$ cat src/hdl/signed_add_mul_div_unit_defines.svh
// ----------------------------------------------------------------------------
// Assertion macros for the signed add / multiply / divide unit
// Shared helpers that wrap concurrent assertions clocked on i_clk and
// disabled while i_rst_n is low.
// ----------------------------------------------------------------------------
`ifndef SIGNED_ADD_MUL_DIV_UNIT_DEFINES_SVH
`define SIGNED_ADD_MUL_DIV_UNIT_DEFINES_SVH

// Same-cycle implication.
`define SAMDU_ASSERT_NOW(label, pre, post, msg) \
    label: assert property (@(posedge i_clk) disable iff (!i_rst_n) (pre) |-> (post)) \
        else $error(msg);

// Next-cycle implication.
`define SAMDU_ASSERT_NEXT(label, pre, post, msg) \
    label: assert property (@(posedge i_clk) disable iff (!i_rst_n) (pre) |=> (post)) \
        else $error(msg);

`endif

$ cat src/hdl/samdu_pkg.sv
// ----------------------------------------------------------------------------
// samdu_pkg
// Types and constants shared by the signed add / multiply / divide unit.
// ----------------------------------------------------------------------------
package samdu_pkg;

    localparam int OPERAND_WIDTH_DEF = 32;
    localparam int PORT_OPERAND_W    = 32;
    localparam int CMD_W             = 2;
    localparam int MAIN_W            = 64;
    localparam int REM_W             = 33;
    localparam int S_TDATA_W         = 2 * PORT_OPERAND_W;
    localparam int M_TDATA_W         = ((MAIN_W + REM_W + 7) / 8) * 8;

    typedef enum logic [CMD_W-1:0] {
        CMD_ADD = 2'd0,
        CMD_MUL = 2'd1,
        CMD_DIV = 2'd2
    } t_cmd;

    typedef enum logic [3:0] {
        ST_IDLE,
        ST_ADD,
        ST_MUL,
        ST_NEG_A,
        ST_NEG_B,
        ST_DIV,
        ST_FIX_R,
        ST_FIX_Q,
        ST_DONE
    } t_state;

    typedef struct packed {
        logic   load;
        logic   last;
        t_state phase;
    } t_dp_ctl;

    typedef struct packed {
        logic div_zero;
    } t_dp_stat;

endpackage

$ cat src/hdl/signed_add_mul_div_unit.sv
// ----------------------------------------------------------------------------
// signed_add_mul_div_unit
// Signed add, shift-and-add multiply and shift-and-subtract divide.
// ----------------------------------------------------------------------------
// The input stream carries one command word: operand a in s_axis_tdata[31:0],
// operand b in s_axis_tdata[63:32], the operation in s_axis_tuser. Only the
// low OPERAND_WIDTH bits of each operand are used, sign-extended.
// The output stream returns one word per command: the sum, product or
// quotient, the remainder and the divide-by-zero flag.
// All work runs through a single adder of OPERAND_WIDTH+1 bits under a
// small sequencer, and a new word is taken only when the sequencer is idle.
// A divide by zero ends after the first magnitude step, and an unused
// command goes straight to the result without any adder step.
// Multiply uses one adder step per multiplier bit; divide adds two steps to
// take magnitudes and two to apply the signs to quotient and remainder.
// The result sits in an output register, so the next word is accepted while
// the receiver stalls; the sequencer only waits when a second result is done
// and the first has not been taken. Reset clears the sequencer and the
// output valid; no word is in flight afterwards.
// ----------------------------------------------------------------------------
`include "signed_add_mul_div_unit_defines.svh"

module signed_add_mul_div_unit #(
    parameter int OPERAND_WIDTH = samdu_pkg::OPERAND_WIDTH_DEF
) (
    input  logic                               i_clk,
    input  logic                               i_rst_n,
    input  logic                               s_axis_tvalid,
    output logic                               s_axis_tready,
    // [31:0] operand_a, [63:32] operand_b
    input  logic [samdu_pkg::S_TDATA_W-1:0]     s_axis_tdata,
    // [1:0] cmd
    input  logic [samdu_pkg::CMD_W-1:0]         s_axis_tuser,
    output logic                               m_axis_tvalid,
    input  logic                               m_axis_tready,
    // [63:0] main_result, [96:64] remainder, [103:97] zero
    output logic [samdu_pkg::M_TDATA_W-1:0]     m_axis_tdata,
    // [0] divide_by_zero
    output logic                               m_axis_tuser
);

    localparam int CNT_W = $clog2(OPERAND_WIDTH);

    samdu_pkg::t_state   r_state;
    samdu_pkg::t_state   n_state;
    logic [CNT_W-1:0]    r_cnt;
    logic [CNT_W-1:0]    n_cnt;
    logic                r_out_valid;
    logic [samdu_pkg::MAIN_W-1:0] r_out_main;
    logic [samdu_pkg::REM_W-1:0]  r_out_rem;
    logic                r_out_dz;

    samdu_pkg::t_dp_ctl  w_ctl;
    samdu_pkg::t_dp_stat w_stat;
    logic                w_in_acc;
    logic                w_out_free;
    logic                w_out_load;
    logic [samdu_pkg::MAIN_W-1:0] w_main;
    logic [samdu_pkg::REM_W-1:0]  w_rem;
    logic                w_dz;

    assign s_axis_tready = (r_state == samdu_pkg::ST_IDLE);
    assign w_in_acc      = s_axis_tvalid && s_axis_tready;
    assign w_out_free    = !r_out_valid || m_axis_tready;

    samdu_datapath #(
        .OPERAND_WIDTH(OPERAND_WIDTH)
    ) u_datapath (
        .i_clk  (i_clk),
        .i_ctl  (w_ctl),
        .i_cmd  (s_axis_tuser),
        .i_a    (s_axis_tdata[samdu_pkg::PORT_OPERAND_W-1:0]),
        .i_b    (s_axis_tdata[samdu_pkg::S_TDATA_W-1:samdu_pkg::PORT_OPERAND_W]),
        .o_stat (w_stat),
        .o_main (w_main),
        .o_rem  (w_rem),
        .o_dz   (w_dz)
    );

    always_ff @(posedge i_clk) begin
        if (!i_rst_n) begin
            r_state <= samdu_pkg::ST_IDLE;
            r_cnt   <= '0;
        end else begin
            r_state <= n_state;
            r_cnt   <= n_cnt;
        end
    end

    always_comb begin
        n_state     = r_state;
        n_cnt       = r_cnt;
        w_out_load  = 1'b0;
        w_ctl.load  = 1'b0;
        w_ctl.phase = r_state;
        w_ctl.last  = (r_cnt == CNT_W'(OPERAND_WIDTH - 1));
        case (r_state)
            samdu_pkg::ST_IDLE: begin
                n_cnt = '0;
                if (w_in_acc) begin
                    w_ctl.load = 1'b1;
                    case (s_axis_tuser)
                        samdu_pkg::CMD_ADD: n_state = samdu_pkg::ST_ADD;
                        samdu_pkg::CMD_MUL: n_state = samdu_pkg::ST_MUL;
                        samdu_pkg::CMD_DIV: n_state = samdu_pkg::ST_NEG_A;
                        default:            n_state = samdu_pkg::ST_DONE;
                    endcase
                end
            end
            samdu_pkg::ST_ADD: begin
                n_state = samdu_pkg::ST_DONE;
            end
            samdu_pkg::ST_MUL: begin
                n_cnt = r_cnt + 1'b1;
                if (w_ctl.last) begin
                    n_state = samdu_pkg::ST_DONE;
                end
            end
            samdu_pkg::ST_NEG_A: begin
                n_state = w_stat.div_zero ? samdu_pkg::ST_DONE : samdu_pkg::ST_NEG_B;
            end
            samdu_pkg::ST_NEG_B: begin
                n_cnt   = '0;
                n_state = samdu_pkg::ST_DIV;
            end
            samdu_pkg::ST_DIV: begin
                n_cnt = r_cnt + 1'b1;
                if (w_ctl.last) begin
                    n_state = samdu_pkg::ST_FIX_R;
                end
            end
            samdu_pkg::ST_FIX_R: begin
                n_state = samdu_pkg::ST_FIX_Q;
            end
            samdu_pkg::ST_FIX_Q: begin
                n_state = samdu_pkg::ST_DONE;
            end
            samdu_pkg::ST_DONE: begin
                if (w_out_free) begin
                    w_out_load = 1'b1;
                    n_state    = samdu_pkg::ST_IDLE;
                end
            end
            default: begin
                n_state = samdu_pkg::ST_IDLE;
            end
        endcase
    end

    always_ff @(posedge i_clk) begin
        if (!i_rst_n) begin
            r_out_valid <= 1'b0;
        end else if (w_out_load) begin
            r_out_valid <= 1'b1;
        end else if (m_axis_tready) begin
            r_out_valid <= 1'b0;
        end
    end

    always_ff @(posedge i_clk) begin
        if (w_out_load) begin
            r_out_main <= w_main;
            r_out_rem  <= w_rem;
            r_out_dz   <= w_dz;
        end
    end

    assign m_axis_tvalid = r_out_valid;
    assign m_axis_tdata  = {(samdu_pkg::M_TDATA_W - samdu_pkg::MAIN_W - samdu_pkg::REM_W)'(0),
                            r_out_rem, r_out_main};
    assign m_axis_tuser  = r_out_dz;

    `SAMDU_ASSERT_NEXT(a_busy_after_accept, w_in_acc, r_state != samdu_pkg::ST_IDLE,
        "sequencer idle after accepting a word")
    `SAMDU_ASSERT_NOW(a_step_count_range,
        (r_state == samdu_pkg::ST_MUL) || (r_state == samdu_pkg::ST_DIV),
        r_cnt <= CNT_W'(OPERAND_WIDTH - 1), "step counter past the last operand bit")
    `SAMDU_ASSERT_NOW(a_div_zero_result, m_axis_tvalid && m_axis_tuser, r_out_main == '1,
        "divide by zero without all-ones quotient")
    `SAMDU_ASSERT_NOW(a_no_overwrite, r_out_valid && !m_axis_tready, !w_out_load,
        "result register loaded while a stalled word waits")

endmodule

$ cat src/hdl/samdu_datapath.sv
// ----------------------------------------------------------------------------
// samdu_datapath
// Operand and accumulator registers around one shared add/subtract unit.
// ----------------------------------------------------------------------------
module samdu_datapath #(
    parameter int OPERAND_WIDTH = samdu_pkg::OPERAND_WIDTH_DEF
) (
    input  logic                                i_clk,
    input  samdu_pkg::t_dp_ctl                  i_ctl,
    input  logic [samdu_pkg::CMD_W-1:0]          i_cmd,
    input  logic [samdu_pkg::PORT_OPERAND_W-1:0] i_a,
    input  logic [samdu_pkg::PORT_OPERAND_W-1:0] i_b,
    output samdu_pkg::t_dp_stat                 o_stat,
    output logic [samdu_pkg::MAIN_W-1:0]         o_main,
    output logic [samdu_pkg::REM_W-1:0]          o_rem,
    output logic                                o_dz
);

    localparam int W = OPERAND_WIDTH;

    logic [samdu_pkg::CMD_W-1:0] r_cmd;
    logic [W-1:0]                r_a;
    logic [W-1:0]                r_b;
    logic [W:0]                  r_hi;
    logic [W-1:0]                r_lo;
    logic                        r_dz;
    logic                        r_neg_q;
    logic                        r_neg_r;

    logic signed [W-1:0]   w_a_s;
    logic signed [W-1:0]   w_b_s;
    logic [W:0]            w_x;
    logic [W:0]            w_y;
    logic                  w_sub;
    logic [W:0]            w_s;
    logic signed [W:0]     w_hi_s;
    logic signed [2*W-1:0] w_prod_s;
    logic signed [W-1:0]   w_rem_s;

    assign w_a_s = r_a;
    assign w_b_s = r_b;

    // Operand selection for the shared adder, chosen by the current phase.
    always_comb begin
        w_x   = '0;
        w_y   = '0;
        w_sub = 1'b0;
        case (i_ctl.phase)
            samdu_pkg::ST_ADD: begin
                w_x = (W+1)'(w_a_s);
                w_y = (W+1)'(w_b_s);
            end
            samdu_pkg::ST_MUL: begin
                // The sign bit of the multiplier carries negative weight.
                w_x   = r_hi;
                w_y   = r_lo[0] ? (W+1)'(w_a_s) : '0;
                w_sub = i_ctl.last;
            end
            samdu_pkg::ST_NEG_A: begin
                w_y   = (W+1)'(w_a_s);
                w_sub = 1'b1;
            end
            samdu_pkg::ST_NEG_B: begin
                w_y   = (W+1)'(w_b_s);
                w_sub = 1'b1;
            end
            samdu_pkg::ST_DIV: begin
                w_x   = {r_hi[W-1:0], r_lo[W-1]};
                w_y   = {1'b0, r_b};
                w_sub = 1'b1;
            end
            samdu_pkg::ST_FIX_R: begin
                w_y   = r_hi;
                w_sub = 1'b1;
            end
            samdu_pkg::ST_FIX_Q: begin
                w_y   = {1'b0, r_lo};
                w_sub = 1'b1;
            end
            default: begin
                w_sub = 1'b0;
            end
        endcase
    end

    assign w_s = w_x + (w_sub ? ~w_y : w_y) + (W+1)'(w_sub);

    always_ff @(posedge i_clk) begin
        if (i_ctl.load) begin
            r_cmd <= i_cmd;
            r_a   <= i_a[W-1:0];
            r_b   <= i_b[W-1:0];
            r_hi  <= '0;
            r_lo  <= i_b[W-1:0];
            r_dz  <= (i_b[W-1:0] == '0);
        end else begin
            case (i_ctl.phase)
                samdu_pkg::ST_ADD: begin
                    r_hi <= w_s;
                end
                samdu_pkg::ST_MUL: begin
                    r_hi <= {w_s[W], w_s[W:1]};
                    r_lo <= {w_s[0], r_lo[W-1:1]};
                end
                samdu_pkg::ST_NEG_A: begin
                    r_lo    <= r_a[W-1] ? w_s[W-1:0] : r_a;
                    r_neg_r <= r_a[W-1];
                    r_neg_q <= r_a[W-1] ^ r_b[W-1];
                end
                samdu_pkg::ST_NEG_B: begin
                    r_b <= r_b[W-1] ? w_s[W-1:0] : r_b;
                end
                samdu_pkg::ST_DIV: begin
                    // Restore the partial remainder when the trial subtract goes negative.
                    r_hi <= w_s[W] ? w_x : w_s;
                    r_lo <= {r_lo[W-2:0], ~w_s[W]};
                end
                samdu_pkg::ST_FIX_R: begin
                    r_b <= r_neg_r ? w_s[W-1:0] : r_hi[W-1:0];
                end
                samdu_pkg::ST_FIX_Q: begin
                    r_hi <= r_neg_q ? w_s : {1'b0, r_lo};
                end
                default: begin
                    r_hi <= r_hi;
                end
            endcase
        end
    end

    assign w_hi_s   = r_hi;
    assign w_prod_s = {r_hi[W-1:0], r_lo};
    assign w_rem_s  = r_b;

    always_comb begin
        o_main = '0;
        o_rem  = '0;
        o_dz   = 1'b0;
        case (r_cmd)
            samdu_pkg::CMD_ADD: begin
                o_main = samdu_pkg::MAIN_W'(w_hi_s);
            end
            samdu_pkg::CMD_MUL: begin
                o_main = samdu_pkg::MAIN_W'(w_prod_s);
            end
            samdu_pkg::CMD_DIV: begin
                if (r_dz) begin
                    o_main = '1;
                    o_rem  = samdu_pkg::REM_W'(w_a_s);
                    o_dz   = 1'b1;
                end else begin
                    o_main = samdu_pkg::MAIN_W'(w_hi_s);
                    o_rem  = samdu_pkg::REM_W'(w_rem_s);
                end
            end
            default: begin
                o_dz = 1'b0;
            end
        endcase
    end

    assign o_stat.div_zero = r_dz;

endmodule

$ cat config.mk
export PLATFORM = sky130hd
export DESIGN_NAME = signed_add_mul_div_unit
export DESIGN_NICKNAME = d
export VERILOG_FILES = /design/src/hdl/samdu_pkg.sv /design/src/hdl/signed_add_mul_div_unit.sv /design/src/hdl/samdu_datapath.sv
export VERILOG_INCLUDE_DIRS = /design/src /design/src/hdl
export SDC_FILE = /design/constraint.sdc
export NUM_CORES = 1
export LEC_CHECK = 0
export BUFFER_PORTS_ARGS = -buffer_cell sky130_fd_sc_hd__buf_2
export CAP_MARGIN = 20
export CORE_MARGIN = 2
export CORE_UTILIZATION = 39
export CTS_CLUSTER_SIZE = 25
export DETAILED_ROUTE_END_ITERATION = 8
export GPL_TIMING_DRIVEN = 0
export PLACE_DENSITY = 0.54
export SLEW_MARGIN = 0
export SYNTH_ARGS = -nofsm -noshare
export SYNTH_HDL_FRONTEND = slang
export SYNTH_SLANG_ARGS = --single-unit
$ cat constraint.sdc
create_clock -name i_clk -period 15.6 [get_ports i_clk]
set_input_delay 3.12 -clock i_clk [delete_from_list [all_inputs] [get_ports i_clk]]
set_output_delay 3.12 -clock i_clk [all_outputs]
set_load 0.01 [all_outputs]
# Word level (Yosys, flattened, before mapping)
# Index checks and enable logic that the tools add are counted.
classes:
  muxes: 33
  reduce_logical: 20
  eq_ne: 18
  bitwise_logic: 4
  add_sub_neg: 3
ops:
  columns: ["operator", "count"]
  rows:
  - ["33-bit case mux with 6 select lines", 1]
  - ["64-bit case mux with 3 select lines", 1]
  - ["33-bit 2-to-1 mux", 5]
  - ["32-bit 2-to-1 mux", 5]
  - ["33-bit case mux with 4 select lines", 1]
  - ["33-bit case mux with 3 select lines", 1]
  - ["32-bit case mux with 3 select lines", 1]
  - ["64-bit 2-to-1 mux", 1]
  - ["32-bit case mux with 2 select lines", 1]
  - ["33-bit by 1-bit adder with 33-bit output", 1]
  - ["33-bit adder", 1]
  - ["33-bit NOT", 1]
  - ["32-bit logical NOT", 1]
  - ["4-bit case mux with 8 select lines", 1]
  - ["4-bit 2-to-1 mux", 5]
  - ["4-bit by 3-bit equality test with 1-bit output (second input constant)", 4]
  - ["4-bit case mux with 3 select lines", 1]
  - ["5-bit case mux with 2 select lines", 1]
  - ["4-bit by 2-bit equality test with 1-bit output (second input constant)", 2]
  - ["4-bit nonzero test", 2]
  - ["2-bit OR reduction", 4]
  - ["1-bit 2-to-1 mux", 7]
  - ["2-bit by 1-bit != test with 1-bit output (second input constant)", 3]
  - ["5-bit by 1-bit adder with 5-bit output (second input constant)", 1]
  - ["20 further kinds", 26]
word_totals:
  ff_bits: 242
  output_inout_bits: 107
  word_cells: 93

# Longest topological paths before layout
depth:
  depth_word: 10
  depth_mapped: 22

# By module
# Synthesis repeated with hierarchy kept, for this count alone.
unflattened:
  cells_unflattened: 1700
  area_unflattened_um2: 15715.1
modules_own_cells:
  columns: ["module", "area_per_inst_um2", "seq_area_each_um2", "instances", "cells_each"]
  rows:
  - ["samdu_datapath", 12104.1, 3693.5, 1, 1523]
  - ["signed_add_mul_div_unit", 3611.0, 3143.0, 1, 177]

# Worst setup path after synthesis
# No wires, ideal clock.
synth_timing:
  path_kind: "input -> register"
  from: "in m_axis_tready"
  to: "reg r_out_dz (netlist: m_axis_tuser) (enable)"
  required_time_ps: 15035
  t_arrival_ps: 7497
  cell_stages: 2
  setup_slack_ps: 7538
  setup_ps: 565
  path_cell_list: "nor2b_1 -> nor2b_1"
synth_between:
  elab_chain_len: 3
synth_rtl:
  columns: ["element", "line", "source"]
  rows:
  - ["from (decl)", "signed_add_mul_div_unit.sv:35", "input logic m_axis_tready,"]
  - ["1-bit logical OR", "signed_add_mul_div_unit.sv:64", "assign w_out_free = !r_out_valid || m_axis_tready;"]
  - ["1-bit 2-to-1 mux", "signed_add_mul_div_unit.sv:139", "if (w_out_free) begin"]
  - ["1-bit 2-to-1 mux", "signed_add_mul_div_unit.sv:97", "case (r_state)"]
  - ["named net w_out_load", "signed_add_mul_div_unit.sv:57", "logic w_out_load;"]
  - ["to (signal assigned)", "signed_add_mul_div_unit.sv:164", "r_out_dz <= w_dz;"]
  - ["to (decl)", "signed_add_mul_div_unit.sv:51", "logic r_out_dz;"]
# The timed path passes the listed nets, and every way through them passes these cells.
# A chain may end at the register's enable or synchronous reset.

# Worst setup path after layout
layout_timing:
  from: "reg r_state[2]"
  to: "reg u_datapath.r_b[30] (data pin)"
layout_between:
  elab_chain_len: 10
layout_rtl:
  columns: ["element", "line", "source"]
  rows:
  - ["from (decl)", "signed_add_mul_div_unit.sv:44", "samdu_pkg::t_state r_state;"]
  - ["from (signal assigned)", "signed_add_mul_div_unit.sv:82", "r_state <= samdu_pkg::ST_IDLE;"]
  - ["from (signal assigned)", "signed_add_mul_div_unit.sv:85", "r_state <= n_state;"]
  - ["4-bit by 3-bit equality test with 1-bit output or 4-bit by 1-bit equality test with 1-bit output (tied branches)", "samdu_datapath.sv:48, samdu_datapath.sv:97", null]
  - ["2-bit OR reduction (no line)", null, null]
  - ["33-bit case mux with 6 select lines", "samdu_datapath.sv:48", "case (i_ctl.phase)"]
  - ["33-bit NOT", "samdu_datapath.sv:86", "assign w_s = w_x + (w_sub ? ~w_y : w_y) + (W+1)'(w_sub);"]
  - ["33-bit 2-to-1 mux", "samdu_datapath.sv:86", null]
  - ["33-bit adder", "samdu_datapath.sv:86", null]
  - ["33-bit by 1-bit adder with 33-bit output", "samdu_datapath.sv:86", null]
  - ["32-bit 2-to-1 mux, on equally long branches", "samdu_datapath.sv:119, samdu_datapath.sv:111", null]
  - ["32-bit case mux with 2 select lines", "samdu_datapath.sv:97", "case (i_ctl.phase)"]
  - ["32-bit 2-to-1 mux (*)", "samdu_datapath.sv:89", "if (i_ctl.load) begin"]
  - ["to (signal assigned)", "samdu_datapath.sv:92", "r_b <= i_b[W-1:0];"]
  - ["to (signal assigned)", "samdu_datapath.sv:111", "r_b <= r_b[W-1] ? w_s[W-1:0] : r_b;"]
  - ["to (signal assigned)", "samdu_datapath.sv:119", "r_b <= r_neg_r ? w_s[W-1:0] : r_hi[W-1:0];"]
  - ["to (decl)", "samdu_datapath.sv:23", "logic [W-1:0] r_b;"]
# Every way passes the cells marked *; elsewhere a longest branch is shown, timed or not. The select of a mux whose other input is x is not followed.

==> flow_summary_export.csv <==
group,metric,value,unit
setup_path,arrival,7060,ps
timing,rsz0062_at_grt,"false",
timing,worst_slew_margin_rel,0.207,
finish,layout-area-overhead-vs-synth,15.6,%
synthesis,syn_area,0.0163,mm^2
place,gp_congestion,1.00,
synthesis,ys_types,105,
setup_path,critPathKind,"reg2reg",
setup_path,crit_start,"r_state[2]",
routing,final_antenna_net_count,0,
grt,maximum_number_of_pins_on_one_net_before_global_route_repair,45,
synthesis,number_of_synthesized_flops_with_an_enable_pin,198,
setup_path,crit_chain,"buf_6, buf_4, nand2_1, nor2_1, clkbuf_1, clkbuf_1, a222oi_1, inv_1, ha_1, clkbuf_1, nand3_1, a221oi_1, mux2i_1, nand2_1, a311oi_2, o21ai_0, a21oi_1, nor2_1",
finish,layoutNonFillerInstCount,2556,
cts,clk_lat_worst_skew,580,ps
setup_path,critPathCaptureType,"flop",
worst_hold_path,worstHoldPathType,"reg2reg",
power_and_ir_drop,cell_internal_pwr,1500,uW
routing,routed_wirelength,78600,um
timing,tightestPinTransition,1180,ps
routing,drt_iter0_drc,2358,
status,status,"finished clean",
cts,cts_inserted_buffers,29,
power_and_ir_drop,net-switching-power,1090,uW
die,initial_core_util,0.397,
routing,vias_per_cell,6.42,
power_and_ir_drop,power_per_cell_area,137,mW/mm^2
power_and_ir_drop,p_leak,0.00776,uW
setup_path,worst_r2r_path_depth,18,
synthesis,synth_common_cells,"253 x sky130_fd_sc_hd__nand2_1, 201 x sky130_fd_sc_hd__nor2_1, 198 x sky130_fd_sc_hd__edfxtp_1, 124 x sky130_fd_sc_hd__a21oi_1, 112 x sky130_fd_sc_hd__o21ai_0",
power_and_ir_drop,worst_ir_drop_vdd,0.0806,mV
power_and_ir_drop,comb_power_share,0.323,
power_and_ir_drop,total_power,2590,uW
cts,postCtsSetupRepairBufs,0,
die,ios,177,
grt,grt_antenna_before_repair,1,
synthesis,ys_seq_area_frac,0.417,
die,die-area,0.0435,mm^2
timing,finalClockSkew,24.7,ps
synthesis,yosys_register_bits,241,
setup_path,timing.critical_path.fanout_max,10,
setup_path,critical_path.endpoint,"u_datapath.r_b[30]",
finish,nFillCells,4130,
setup_path,worst_path_max_delay_cell,"sky130_fd_sc_hd__clkbuf_1",
cts,clkTransAtPathRegs,70,ps
routing,num_vias,16400,
setup_path,cp-start-kind,"flop",
synthesis,ys_dominant_reg_cell,"sky130_fd_sc_hd__edfxtp_1",
grt,grt_first_pass_wirelength,112000,um
cts,numClockSinks,241,
setup_path,critical_path.reg2reg.startpoint,"r_state[2]",
die,fp.dieH,209,um
cts,cts_root_buf,"sky130_fd_sc_hd__clkbuf_16",
finish,nets,2109,
cts,cts_hold_buffers,0,
die,core_outline_area,0.0411,mm^2
synthesis,post-synth-top-count-cell,"sky130_fd_sc_hd__nand2_1",
synthesis,yosysTopAreaCellShare,0.364,
setup_path,cp_top_family,"buffers and inverters",
power_and_ir_drop,pwr-share-clk,0.257,
routing,drt_pre_antenna_iters,9,
synthesis,netlist_instances,1792,
power_and_ir_drop,seq_power_share,0.420,
die,chipWidth,209,um
timing,hold_viol_final,0,
setup_path,required_worst_endpoint,15910,ps
routing,drc,0,
synthesis,post_synth_main_area_contributors,"sky130_fd_sc_hd__edfxtp_1 36%, sky130_fd_sc_hd__nand2_1 5.8%, sky130_fd_sc_hd__dfxtp_1 5.3%, sky130_fd_sc_hd__nor2_1 4.6%, sky130_fd_sc_hd__a21oi_1 3.8%",
setup_path,cp_num_buf_inv,6,
die,rows,74,
place,dpl.cell_count,2503,
setup_path,critical-path-top-cell-by-count,"sky130_fd_sc_hd__clkbuf_1",
cts,clock_tree.htree_level_count,1,
cts,ctsLongestPathBuffers,3,
synthesis,yosysWarnings,0,
setup_path,timing.critical_path.slowest_cell_delay,840,ps
timing,maxSlewViolCount,0,
timing,number_of_endpoints_failing_setup_at_the_final_stage,0,
cts,tritoncts,"done",
setup_path,worst_r2r_dst,"u_datapath.r_b[30]",
synthesis,yosysTopAreaCell,"sky130_fd_sc_hd__edfxtp_1",
timing,fmax,0.148,GHz
place,post-dp-hpwl,61200,um
grt,first_global_vias,15500,
grt,grt_usage,0.352,
timing,setup_tns,0,ps
flow_run,max_cap_violation_count,0,
finish,drive_above_1_share,0.164,
cts,cts-resized-gates,0,
power_and_ir_drop,switching_fraction,0.421,
setup_path,cp.depth,18,
timing,final_period_minus_worst_setup_slack,6750,ps
grt,globalRouteOverflowTotal,0,
place,place.port_buffers,168,
synthesis,syn_area_per_cell,9.11,um^2
routing,wl_per_cell,30.7,um
synthesis,synth-async-reset-ratio,0,
setup_path,timing.reg2reg.setup_slack,8850,ps
timing,period_share,0.433,
[flip-flops by register name, indices dropped and copies added (netlist names)]
name / count
u_datapath.r_a: 32
u_datapath.r_b: 32
r_out_main: 64
u_datapath.r_cmd: 2
r_cnt: 5
u_datapath.r_hi: 33
u_datapath.r_lo: 32
u_datapath.o_stat: 1
u_datapath.r_neg_r: 1
m_axis_tuser: 1
m_axis_tvalid: 1
r_state: 4
r_out_rem: 32
u_datapath.r_neg_q: 1
[final cells by class]
class,count,area [um^2],share of cell area
diodes,1,2.50,0.000133
clock inverters,19,168,0.00888
flip-flops and latches,241,6810,0.361
multi-input cells,1368,8750,0.464
clock buffers,33,741,0.0392
inverters,41,154,0.00815
repair buffers,173,928,0.0492
plain buffers,148,658,0.0349
well taps,532,666,0.0353
[placed cells by master (no fill, tap or decap), types with 30 or more instances in the layout]
cell type / Yosys / routed
sky130_fd_sc_hd__a222oi_1: 43 / 43
sky130_fd_sc_hd__a21oi_1: 124 / 124
sky130_fd_sc_hd__o21ai_0: 112 / 112
sky130_fd_sc_hd__ha_1: 36 / 36
sky130_fd_sc_hd__buf_2: 14 / 182
sky130_fd_sc_hd__a221oi_1: 62 / 62
sky130_fd_sc_hd__a22oi_1: 30 / 30
sky130_fd_sc_hd__edfxtp_1: 198 / 198
sky130_fd_sc_hd__xor2_1: 45 / 45
sky130_fd_sc_hd__nor2_1: 201 / 201
sky130_fd_sc_hd__inv_1: 41 / 41
sky130_fd_sc_hd__a21o_1: 42 / 42
sky130_fd_sc_hd__clkbuf_1: 97 / 100
sky130_fd_sc_hd__mux2i_1: 48 / 48
sky130_fd_sc_hd__nand3_1: 32 / 31
sky130_fd_sc_hd__mux2_2: 32 / 32
sky130_fd_sc_hd__dfxtp_1: 43 / 43
sky130_fd_sc_hd__nand2_1: 253 / 253
[kinds of logic (layout without fill, tap and decap cells)]
logic type               after synthesis  count (layout)  share of synthesized area
AO/OA/AOI/OAI                        579             579                      0.255
flip-flops                           241             241                      0.417
multiplexers                          81              81                     0.0522
AND/OR/NAND/NOR                      606             606                      0.165
XOR/XNOR                              58              58                     0.0325
other                                  1               8                   0.000230
adder cells (fa/ha/maj)               37              37                     0.0288
buffers and inverters                189             414                     0.0495
[power by group through the flow]
stage / sequential, uW / combinational (uW) / clock (uW)
2_1_floorplan: 966 / 507 / 0
3_3_place_gp: 1080 / 788 / 0
3_5_place_dp: 1070 / 804 / 0
4_1_cts: 1060 / 808 / 668
5_1_grt: 1080 / 893 / 692
6_report: 1090 / 835 / 664
[worst min path at each step]
| stage | startpoint | endpoint | slack [ps] | cells past startpoint |
|---|---|---|---|---|
| 2_1_floorplan | r_cnt[4] | r_cnt[4] | 490 | 2 |
| 3_3_place_gp | r_cnt[4] | r_cnt[4] | 520 | 2 |
| 3_5_place_dp | r_cnt[4] | r_cnt[4] | 520 | 2 |
| 4_1_cts | r_cnt[4] | r_cnt[4] | 550 | 2 |
| 5_1_grt | r_cnt[3] | r_cnt[3] | 560 | 2 |
| 6_report | r_cnt[4] | r_cnt[4] | 540 | 2 |
[through the flow]
step	area [um^2]	setup WS, ps	hold WS, ps	utilization
after floorplan	16400	7540	495	-
after global placement	17900	5730	521	0.434
after detailed placement	18000	9140	523	0.437
after CTS	18900	9080	545	0.459
after global routing	18900	8790	563	0.459
final	18900	8850	538	0.459
[routing by layer]
metal / track usage / up-vias / wire [um]
li1: - / 7187 / -
met1: 0.508 / 7917 / 32900
met2: 0.525 / 1155 / 33600
met3: 0.0720 / 148 / 9560
met4: 0.119 / 4 / 2440
met5: 0.0111 / - / 94
[tightest hold or removal path: stages, from the launching register on]
cell and delay [ps]:
sky130_fd_sc_hd__dfxtp_1 340, sky130_fd_sc_hd__a22oi_1 70, sky130_fd_sc_hd__nor2b_1 100
No activity file was read; power rests on OpenSTA's default activity.
